**config.mk**
```make
export PLATFORM = sky130hd
export DESIGN_NAME = sliding_dft_tone_detector
export DESIGN_NICKNAME = d
export VERILOG_FILES = /design/src/rtl/core/sdft_pkg.sv /design/src/rtl/core/sdft_seq.sv /design/src/rtl/core/sdft_lane.sv /design/src/rtl/core/sliding_dft_tone_detector.sv
export SDC_FILE = /design/constraint.sdc
export NUM_CORES = 2
export LEC_CHECK = 0
export BUFFER_PORTS_ARGS = -buffer_cell sky130_fd_sc_hd__buf_2
export CAP_MARGIN = 10
export CORE_ASPECT_RATIO = 0.75
export CORE_MARGIN = 4
export CORE_UTILIZATION = 30
export CTS_CLUSTER_DIAMETER = 200
export CTS_CLUSTER_SIZE = 20
export DETAILED_ROUTE_END_ITERATION = 10
export PLACE_DENSITY = 0.43
export RECOVER_POWER = 100
export SYNTH_ARGS = -nofsm -noshare
export SYNTH_HDL_FRONTEND = slang
export SYNTH_SLANG_ARGS = --single-unit
export TNS_END_PERCENT = 1
```
**constraint.sdc**
```tcl
create_clock -name clk_i -period 9.1 [get_ports clk_i]
set_input_delay 1.365 -clock clk_i [delete_from_list [all_inputs] [get_ports clk_i]]
set_output_delay 1.365 -clock clk_i [all_outputs]
set_load 0.005 [all_outputs]
```
**src/rtl/core/sdft_pkg.sv**
```systemverilog
package sdft_pkg;

  localparam int NUM_CH         = 3;
  localparam int SAMPLE_W       = 10;
  localparam int THR_W          = 15;
  localparam int ACC_W          = 16;
  localparam int HIT_W          = 8;
  localparam int WINDOW_LEN_DEF = 32;
  localparam int FRAME_LEN_DEF  = 256;
  localparam int CFG_IDX_W      = 2;

  localparam logic [THR_W-1:0] THR_RST_CH1 = THR_W'(2100);
  localparam logic [THR_W-1:0] THR_RST_CH2 = THR_W'(1650);
  localparam logic [THR_W-1:0] THR_RST_CH3 = THR_W'(1600);

  typedef enum logic [CFG_IDX_W-1:0] {
    CFG_THR_CH1 = 2'd0,
    CFG_THR_CH2 = 2'd1,
    CFG_THR_CH3 = 2'd2
  } cfg_reg_e;

  typedef struct packed {
    logic [SAMPLE_W-1:0] sample_ch1;
    logic [SAMPLE_W-1:0] sample_ch2;
    logic [SAMPLE_W-1:0] sample_ch3;
  } in_t;

  typedef struct packed {
    logic             detect_ch1;
    logic             detect_ch2;
    logic             detect_ch3;
    logic             seen_ch1;
    logic             seen_ch2;
    logic             seen_ch3;
    logic [HIT_W-1:0] first_hit_ch1;
    logic [HIT_W-1:0] first_hit_ch2;
    logic [HIT_W-1:0] first_hit_ch3;
    logic             frame_end;
  } out_t;

  typedef struct packed {
    logic             accept;
    logic             clear;
    logic             full;
    logic             advance;
    logic             s1_close;
    logic [HIT_W-1:0] s1_idx;
  } seq_ctl_t;

  typedef struct packed {
    logic             det;
    logic             seen;
    logic [HIT_W-1:0] first_hit;
  } lane_res_t;

endpackage

```
**src/rtl/core/sdft_seq.sv**
```systemverilog
module sdft_seq #(
  parameter int WINDOW_LEN = sdft_pkg::WINDOW_LEN_DEF,
  parameter int FRAME_LEN  = sdft_pkg::FRAME_LEN_DEF,
  localparam int PtrW = $clog2(WINDOW_LEN)
) (
  input  logic               clk_i,
  input  logic               rst_ni,
  input  logic               in_valid_i,
  input  logic               out_stall_i,
  output logic               in_stall_o,
  output logic               out_valid_o,
  output sdft_pkg::seq_ctl_t ctl_o,
  output logic [PtrW-1:0]    wr_addr_o,
  output logic [PtrW-1:0]    rd_addr_o
);

  localparam int CntW = (FRAME_LEN > 256) ? $clog2(FRAME_LEN) : sdft_pkg::HIT_W;

  logic [CntW-1:0]            idx_q, idx_d;
  logic [PtrW-1:0]            wptr_q, wptr_d;
  logic                       full_q, full_d;
  logic                       s1_valid_q, s1_valid_d;
  logic                       s1_close_q;
  logic [sdft_pkg::HIT_W-1:0] s1_idx_q;
  logic                       out_valid_q, out_valid_d;
  logic                       advance, accept, close_now, wrap;

  assign advance    = s1_valid_q & (~out_valid_q | ~out_stall_i);
  assign in_stall_o = s1_valid_q & ~advance;
  assign accept     = in_valid_i & ~in_stall_o;
  assign close_now  = (idx_q == CntW'(FRAME_LEN - 1));
  assign wrap       = (wptr_q == PtrW'(WINDOW_LEN - 1));

  always_comb begin
    idx_d  = idx_q;
    wptr_d = wptr_q;
    full_d = full_q;
    if (accept) begin
      if (close_now) begin
        idx_d  = '0;
        wptr_d = '0;
        full_d = 1'b0;
      end else begin
        idx_d  = idx_q + CntW'(1);
        wptr_d = wrap ? '0 : wptr_q + PtrW'(1);
        full_d = full_q | wrap;
      end
    end
  end

  assign s1_valid_d  = accept | (s1_valid_q & ~advance);
  assign out_valid_d = advance | (out_valid_q & out_stall_i);

  always_ff @(posedge clk_i or negedge rst_ni) begin
    if (!rst_ni) begin
      idx_q       <= '0;
      wptr_q      <= '0;
      full_q      <= 1'b0;
      s1_valid_q  <= 1'b0;
      out_valid_q <= 1'b0;
      s1_close_q  <= 1'b0;
      s1_idx_q    <= '0;
    end else begin
      idx_q       <= idx_d;
      wptr_q      <= wptr_d;
      full_q      <= full_d;
      s1_valid_q  <= s1_valid_d;
      out_valid_q <= out_valid_d;
      if (accept) begin
        s1_close_q <= close_now;
        s1_idx_q   <= idx_q[sdft_pkg::HIT_W-1:0];
      end
    end
  end

  assign ctl_o.accept   = accept;
  assign ctl_o.clear    = accept & close_now;
  assign ctl_o.full     = full_q;
  assign ctl_o.advance  = advance;
  assign ctl_o.s1_close = s1_close_q;
  assign ctl_o.s1_idx   = s1_idx_q;
  assign wr_addr_o      = wptr_q;
  assign rd_addr_o      = wptr_d;
  assign out_valid_o    = out_valid_q;

  a_frame_clear: assert property (@(posedge clk_i) disable iff (!rst_ni)
    ctl_o.clear |=> (idx_q == '0) && (wptr_q == '0) && !full_q)
    else $error("frame close did not clear sequencer state");

endmodule

```
**src/rtl/core/sdft_lane.sv**
```systemverilog
module sdft_lane #(
  parameter int WINDOW_LEN = sdft_pkg::WINDOW_LEN_DEF,
  localparam int PtrW = $clog2(WINDOW_LEN)
) (
  input  logic                          clk_i,
  input  logic                          rst_ni,
  input  sdft_pkg::seq_ctl_t            ctl_i,
  input  logic [PtrW-1:0]               wr_addr_i,
  input  logic [PtrW-1:0]               rd_addr_i,
  input  logic [sdft_pkg::SAMPLE_W-1:0] sample_i,
  input  logic [sdft_pkg::THR_W-1:0]    threshold_i,
  output sdft_pkg::lane_res_t           res_o
);

  localparam int AccW = sdft_pkg::ACC_W;
  localparam int HitW = sdft_pkg::HIT_W;

  logic [sdft_pkg::SAMPLE_W-1:0] mem_q [WINDOW_LEN];
  logic [sdft_pkg::SAMPLE_W-1:0] old_q;
  logic signed [AccW-1:0]        ra_q, rb_q;
  logic signed [AccW-1:0]        re_q, im_q;
  logic                          flag_q;
  logic [HitW-1:0]               time_q;

  logic signed [AccW-1:0] x, old, t1, t2, t3, v, re, im;
  logic [AccW-1:0]        abs_re, abs_im, mag;
  logic                   det, seen;
  logic [HitW-1:0]        first_hit;

  assign x   = AccW'({6'd0, sample_i});
  assign old = ctl_i.full ? AccW'({6'd0, old_q}) : '0;

  assign t1 = ra_q + (ra_q >>> 4) + (ra_q >>> 5) + (ra_q >>> 6)
            + (ra_q >>> 10) + (ra_q >>> 11) + (ra_q >>> 12);
  assign v  = x + t1 - rb_q - old;
  assign t2 = (ra_q >>> 1) + (ra_q >>> 5) + (ra_q >>> 6) + (ra_q >>> 7) + (ra_q >>> 10);
  assign t3 = (ra_q >>> 1) + (ra_q >>> 2) + (ra_q >>> 4) + (ra_q >>> 6)
            + (ra_q >>> 9) + (ra_q >>> 10) + (ra_q >>> 11);
  assign re = v - t2;
  assign im = -t3;

  always_ff @(posedge clk_i) begin
    if (ctl_i.accept) begin
      mem_q[wr_addr_i] <= sample_i;
      old_q            <= mem_q[rd_addr_i];
      re_q             <= re;
      im_q             <= im;
    end
  end

  always_ff @(posedge clk_i or negedge rst_ni) begin
    if (!rst_ni) begin
      ra_q <= '0;
      rb_q <= '0;
    end else if (ctl_i.accept) begin
      if (ctl_i.clear) begin
        ra_q <= '0;
        rb_q <= '0;
      end else begin
        ra_q <= v;
        rb_q <= ra_q;
      end
    end
  end

  assign abs_re = re_q[AccW-1] ? AccW'(-re_q) : AccW'(re_q);
  assign abs_im = im_q[AccW-1] ? AccW'(-im_q) : AccW'(im_q);
  assign mag    = abs_re + abs_im;
  assign det    = ~mag[AccW-1] & (mag[AccW-2:0] > threshold_i);
  assign seen   = flag_q | det;
  assign first_hit = (!flag_q && det) ? ctl_i.s1_idx : time_q;

  always_ff @(posedge clk_i or negedge rst_ni) begin
    if (!rst_ni) begin
      flag_q <= 1'b0;
      time_q <= '0;
    end else if (ctl_i.advance) begin
      if (ctl_i.s1_close) begin
        flag_q <= 1'b0;
        time_q <= '0;
      end else begin
        flag_q <= seen;
        time_q <= first_hit;
      end
    end
  end

  assign res_o.det       = det;
  assign res_o.seen      = seen;
  assign res_o.first_hit = first_hit;

endmodule

```
**src/rtl/core/sliding_dft_tone_detector.sv**
```systemverilog
// Three-channel single-bin sliding DFT tone detector. One word carries a 10-bit sample for
// each channel; three identical lanes each run a comb plus two-tap shift-add resonator in
// 16-bit wrapping arithmetic, form |re|+|im| and compare it with that channel's threshold,
// and the output register merges the lanes' detect, seen and first-hit results into one
// result word. A new word is taken every clock unless the output stalls. Each word passes
// the re/im and output registers: the resonator recurrence closes in the accept cycle, the
// magnitude, compare and first-hit latch as the word enters the output register. Each lane
// keeps a WINDOW_LEN-entry delay memory whose read is prefetched one word ahead; a fill
// flag makes unwritten entries read as zero, so no clearing pass is needed after reset or
// at frame close. Every FRAME_LEN words the result carries frame_end, after which index,
// resonators, delay history and hit flags start from zero. The user writes thresholds
// through the cfg port while the block is idle; the block does not enforce it.
module sliding_dft_tone_detector #(
  parameter int WINDOW_LEN = sdft_pkg::WINDOW_LEN_DEF,
  parameter int FRAME_LEN  = sdft_pkg::FRAME_LEN_DEF
) (
  input  logic                           clk_i,
  input  logic                           rst_ni,
  input  logic                           in_valid_i,
  output logic                           in_stall_o,
  input  sdft_pkg::in_t                  in_word_i,
  output logic                           out_valid_o,
  input  logic                           out_stall_i,
  output sdft_pkg::out_t                 out_word_o,
  input  logic                           cfg_we_i,
  input  logic [sdft_pkg::CFG_IDX_W-1:0] cfg_idx_i,
  input  logic [sdft_pkg::THR_W-1:0]     cfg_data_i
);

  localparam int PtrW = $clog2(WINDOW_LEN);

  sdft_pkg::seq_ctl_t                                   ctl;
  logic [PtrW-1:0]                                      wr_addr, rd_addr;
  logic [sdft_pkg::NUM_CH-1:0][sdft_pkg::SAMPLE_W-1:0] samples;
  logic [sdft_pkg::NUM_CH-1:0][sdft_pkg::THR_W-1:0]    thr_q;
  sdft_pkg::lane_res_t [sdft_pkg::NUM_CH-1:0]           res;
  sdft_pkg::out_t                                       out_q;

  always_ff @(posedge clk_i or negedge rst_ni) begin
    if (!rst_ni) begin
      thr_q[0] <= sdft_pkg::THR_RST_CH1;
      thr_q[1] <= sdft_pkg::THR_RST_CH2;
      thr_q[2] <= sdft_pkg::THR_RST_CH3;
    end else if (cfg_we_i) begin
      case (sdft_pkg::cfg_reg_e'(cfg_idx_i))
        sdft_pkg::CFG_THR_CH1: thr_q[0] <= cfg_data_i;
        sdft_pkg::CFG_THR_CH2: thr_q[1] <= cfg_data_i;
        sdft_pkg::CFG_THR_CH3: thr_q[2] <= cfg_data_i;
        default: ;
      endcase
    end
  end

  sdft_seq #(
    .WINDOW_LEN(WINDOW_LEN),
    .FRAME_LEN (FRAME_LEN)
  ) u_seq (
    .clk_i      (clk_i),
    .rst_ni     (rst_ni),
    .in_valid_i (in_valid_i),
    .out_stall_i(out_stall_i),
    .in_stall_o (in_stall_o),
    .out_valid_o(out_valid_o),
    .ctl_o      (ctl),
    .wr_addr_o  (wr_addr),
    .rd_addr_o  (rd_addr)
  );

  assign samples[0] = in_word_i.sample_ch1;
  assign samples[1] = in_word_i.sample_ch2;
  assign samples[2] = in_word_i.sample_ch3;

  for (genvar c = 0; c < sdft_pkg::NUM_CH; c++) begin : g_lane
    sdft_lane #(
      .WINDOW_LEN(WINDOW_LEN)
    ) u_lane (
      .clk_i      (clk_i),
      .rst_ni     (rst_ni),
      .ctl_i      (ctl),
      .wr_addr_i  (wr_addr),
      .rd_addr_i  (rd_addr),
      .sample_i   (samples[c]),
      .threshold_i(thr_q[c]),
      .res_o      (res[c])
    );
  end

  always_ff @(posedge clk_i) begin
    if (ctl.advance) begin
      out_q.detect_ch1    <= res[0].det;
      out_q.detect_ch2    <= res[1].det;
      out_q.detect_ch3    <= res[2].det;
      out_q.seen_ch1      <= res[0].seen;
      out_q.seen_ch2      <= res[1].seen;
      out_q.seen_ch3      <= res[2].seen;
      out_q.first_hit_ch1 <= res[0].first_hit;
      out_q.first_hit_ch2 <= res[1].first_hit;
      out_q.first_hit_ch3 <= res[2].first_hit;
      out_q.frame_end     <= ctl.s1_close;
    end
  end

  assign out_word_o = out_q;

  a_stall_cause: assert property (@(posedge clk_i) disable iff (!rst_ni)
    in_stall_o |-> out_valid_o && out_stall_i)
    else $error("input stalled while output register could drain");

  a_detect_seen: assert property (@(posedge clk_i) disable iff (!rst_ni)
    out_valid_o && out_word_o.detect_ch1 |-> out_word_o.seen_ch1)
    else $error("channel one detect without seen");

  a_unseen_zero: assert property (@(posedge clk_i) disable iff (!rst_ni)
    out_valid_o && !out_word_o.seen_ch2 |-> out_word_o.first_hit_ch2 == '0)
    else $error("channel two first hit set while unseen");

endmodule

```
==> metrics.csv <==
stage;metric;value;unit
sta;tightest_slew;5.496;ns
placement;hpwl;148800;µm
worst_setup_path;slowest_delay;0.70;ns
clock_network;cts_resized;0;
worst_setup_path;cp_top_family;adder cells;
floorplanning;initial_core_util;30.22;%
worst_setup_path;crit_type;primary input to register;
synthesis;yosys-top-cells-count;edfxtp_1 (1117), inv_1 (669), nand2_1 (504);
sta;finalHoldViolCount;0;
synthesis;synth_cell_types;77;
layout;fillers;24310;
synthesis;yosysTopAreaCell;edfxtp_1;
global_route;antenna_found_initial;12;
worst_setup_path;required;9.56;ns
route;drtIter0Drc;3260;
floorplanning;dieArea;254700;µm²
global_route;grt-ovfl-total;0;
route;wl_per_cell;23.89;µm
worst_setup_path;cp-end-kind;register;
synthesis;netlist_area;73970;µm²
worst_setup_path;critPathSlowestCell;fa_1;
worst_setup_path;crit_path_frequent_cell;fa_1;
sta;fmax;0.1148;GHz
global_route;grt_usage;17.10;%
clock_network;post_cts_buffers;0;
route;viasPerCell;4.875;
clock_network;clock-root-buffer;clkbuf_16;
synthesis;yosys_warnings;0;
floorplanning;ios;85;
sta;setup_tns;0;ns
worst_setup_path;cp_max_fo;5;
hold_path;min_path_type;register to register;
route;vias;44493;
route;antenna_left;0;
outcome;violations;capacitance limit, slew limit;
clock_network;htree_levels;3;
worst_setup_path;start_kind;primary input;
synthesis;syn_nets;6567;
floorplanning;core;244800;µm²
layout;final_layout_size_suffix_gt1_share;7.114;%
clock_network;cts_buffer_depth;3;
outcome;status;complete, but fails checks;
placement;io_buffers;84;
synthesis;ys_seq_area_share;51.90;%
global_route;grt_pass1_vias;45491;
synthesis;synth_edf_count;1117;
global_route;grt_first_pass_wirelength;323800;µm
synthesis;synthCells;5639;
synthesis;synthArstFlopShare;14.73;%
route;drc_errors;0;
route;first_pass_iters;5;
sta;relSlewSlack;-266.4;%
synthesis;ys_ff_latch;1310;
clock_network;clock_latency;0.73;ns
placement;place_congestion;0.7950;
floorplanning;rows;157;
synthesis;synth.avg_cell_area;13.12;µm²
sta;skew;0.07968;ns
clock_network;cts_sinks;1310;
synthesis;synth.most_common_cell;edfxtp_1;
route;routed_wl;218000;µm
floorplanning;die_w;581.4;µm
layout;final_cells;9126;
global_route;grt_max_degree;119;
sta;slew_violations;1439;
worst_setup_path;crit_buf_inv;5;
clock_network;path_clk_slew;0.10;ns
placement;dpl.cell_count;9001;
sta;period_minus_slack;8.710;ns
layout;areaGrowthSynthToFinish;9.987;%
clock_network;cts_tree;built;
layout;nets;6747;
flow_run;drv_cap;62;
sta;grt_setup_unrepaired;no;
floorplanning;die_y;438.0;µm
sta;report.final.setup_viol;0;
sta;fin_crit_sh;95.72;%
synthesis;synth_area_leaders;edfxtp_1 (45%), fa_1 (13%), ha_1 (6.8%), dfrtp_1 (6.1%), inv_1 (3.4%);
clock_network;cts_buffers;75;
synthesis;yosysTopAreaCellShare;45.35;%
synthesis;synthFlopType;edfxtp_1;
clock_network;hold_buffers;0;
worst_setup_path;arrival;9.17;ns
[metrics by stage]
| stage | util, % | hold WS (ns) | instance area (µm²) | setup slack [ns] |
|---|---|---|---|---|
| finish | 33.24 | 0.4930 | 81360 | 0.3896 |
| global route | 33.24 | 0.5105 | 81350 | 0.03848 |
| CTS | 33.53 | 0.4973 | 82080 | 0.5881 |
| detailed placement | 32.63 | 0.4763 | 79870 | -0.09504 |
| global placement | 32.63 | 0.4701 | 79870 | -0.06460 |
| floorplan | - | 0.4563 | 73970 | 0.6038 |
[per-layer routing]
metal / track usage [%] / wire length [µm]
met5: 0 / 0
met4: 2.249 / 2752
met3: 1.986 / 8829
met2: 25.40 / 92650
met1: 27.17 / 113800
[flip-flops by register name, summed over array words and instances (netlist names)]
name                  flops
g_lane.u_lane.mem_q     960
g_lane.u_lane.im_q       48
g_lane.u_lane.ra_q       48
g_lane.u_lane.rb_q       48
g_lane.u_lane.re_q       48
thr_q                    45
out_word_o               31
g_lane.u_lane.old_q      30
g_lane.u_lane.time_q     24
u_seq.idx_q               8
u_seq.s1_idx_q            8
u_seq.wr_addr_o           5
g_lane.u_lane.flag_q      3
u_seq.full_q              1
u_seq.out_valid_o         1
u_seq.s1_close_q          1
u_seq.s1_valid_q          1
[logic make-up after synthesis]
group | synth area share [%]
AOI/OAI and AO/OA | 8.349
xor gates and xnor gates | 3.310
adders and majority gates | 19.66
buffers and inverters | 4.508
DFF | 51.90
muxes | 5.562
and+or+nand+nor | 6.715
[path summary, 6_finish.rpt]
check	from	endpoint	slack, ns	cells after the start
setup / recovery	in_word_i[0]	g_lane[2].u_lane.re_q[14]$_DFFE_PP_	0.39	27
setup reg to reg	g_lane[0].u_lane.ra_q[13]$_DFFE_PN0P_	g_lane[0].u_lane.re_q[15]$_DFFE_PP_	0.59	25
min in group asynchronous	rst_ni	g_lane[2].u_lane.rb_q[14]$_DFFE_PN0P_	2.63	1
hold / removal	u_seq.s1_close_q$_DFFE_PN0P_	u_seq.s1_close_q$_DFFE_PN0P_	0.49	1
max in group asynchronous	rst_ni	thr_q[29]$_DFFE_PN0P_	3.29	1
hold reg to reg	u_seq.s1_close_q$_DFFE_PN0P_	u_seq.s1_close_q$_DFFE_PN0P_	0.49	1
[placed cells by master, fill, tap and decap left out, drive strengths merged, types with 10 or more instances in the layout]
| master | n |
|---|---|
| o22ai | 42 |
| nand2b | 21 |
| ha | 403 |
| inv | 671 |
| nand3b | 30 |
| xnor2 | 213 |
| or3 | 14 |
| dfstp | 13 |
| a311oi | 65 |
| and3 | 17 |
| nor2b | 17 |
| mux2 | 40 |
| a31oi | 76 |
| mux4 | 58 |
| a21o | 57 |
| mux2i | 234 |
| edfxtp | 1117 |
| o31ai | 31 |
| xor2 | 64 |
| nor2 | 139 |
| clkbuf | 254 |
| a22o | 32 |
| a211oi | 137 |
| a221oi | 30 |
| a21oi | 168 |
| o21bai | 25 |
| buf | 163 |
| o211ai | 19 |
| nand2 | 504 |
| nand3 | 32 |
| dfrtp | 180 |
| nor3 | 45 |
| o41ai | 14 |
| and2 | 152 |
| or2 | 21 |
| o21ai | 161 |
| nand4 | 16 |
| o21a | 15 |
| fa | 473 |
| or4 | 10 |
[area by class of cell]
class                   instances  area (µm²)  area share, %
well taps                    3259        4078          5.012
repair buffers                305        1873          2.302
flip-flops and latches       1310       38390          47.18
clock buffers                 112        2016          2.478
clock inverters                 8       193.9         0.2384
diodes                          5       12.51        0.01538
inverters                     672        2531          3.111
multi-input cells            3455       32260          39.66
Power is not shown: default switching activity piles up to over one toggle a cycle in this logic, so the estimate is an artifact.
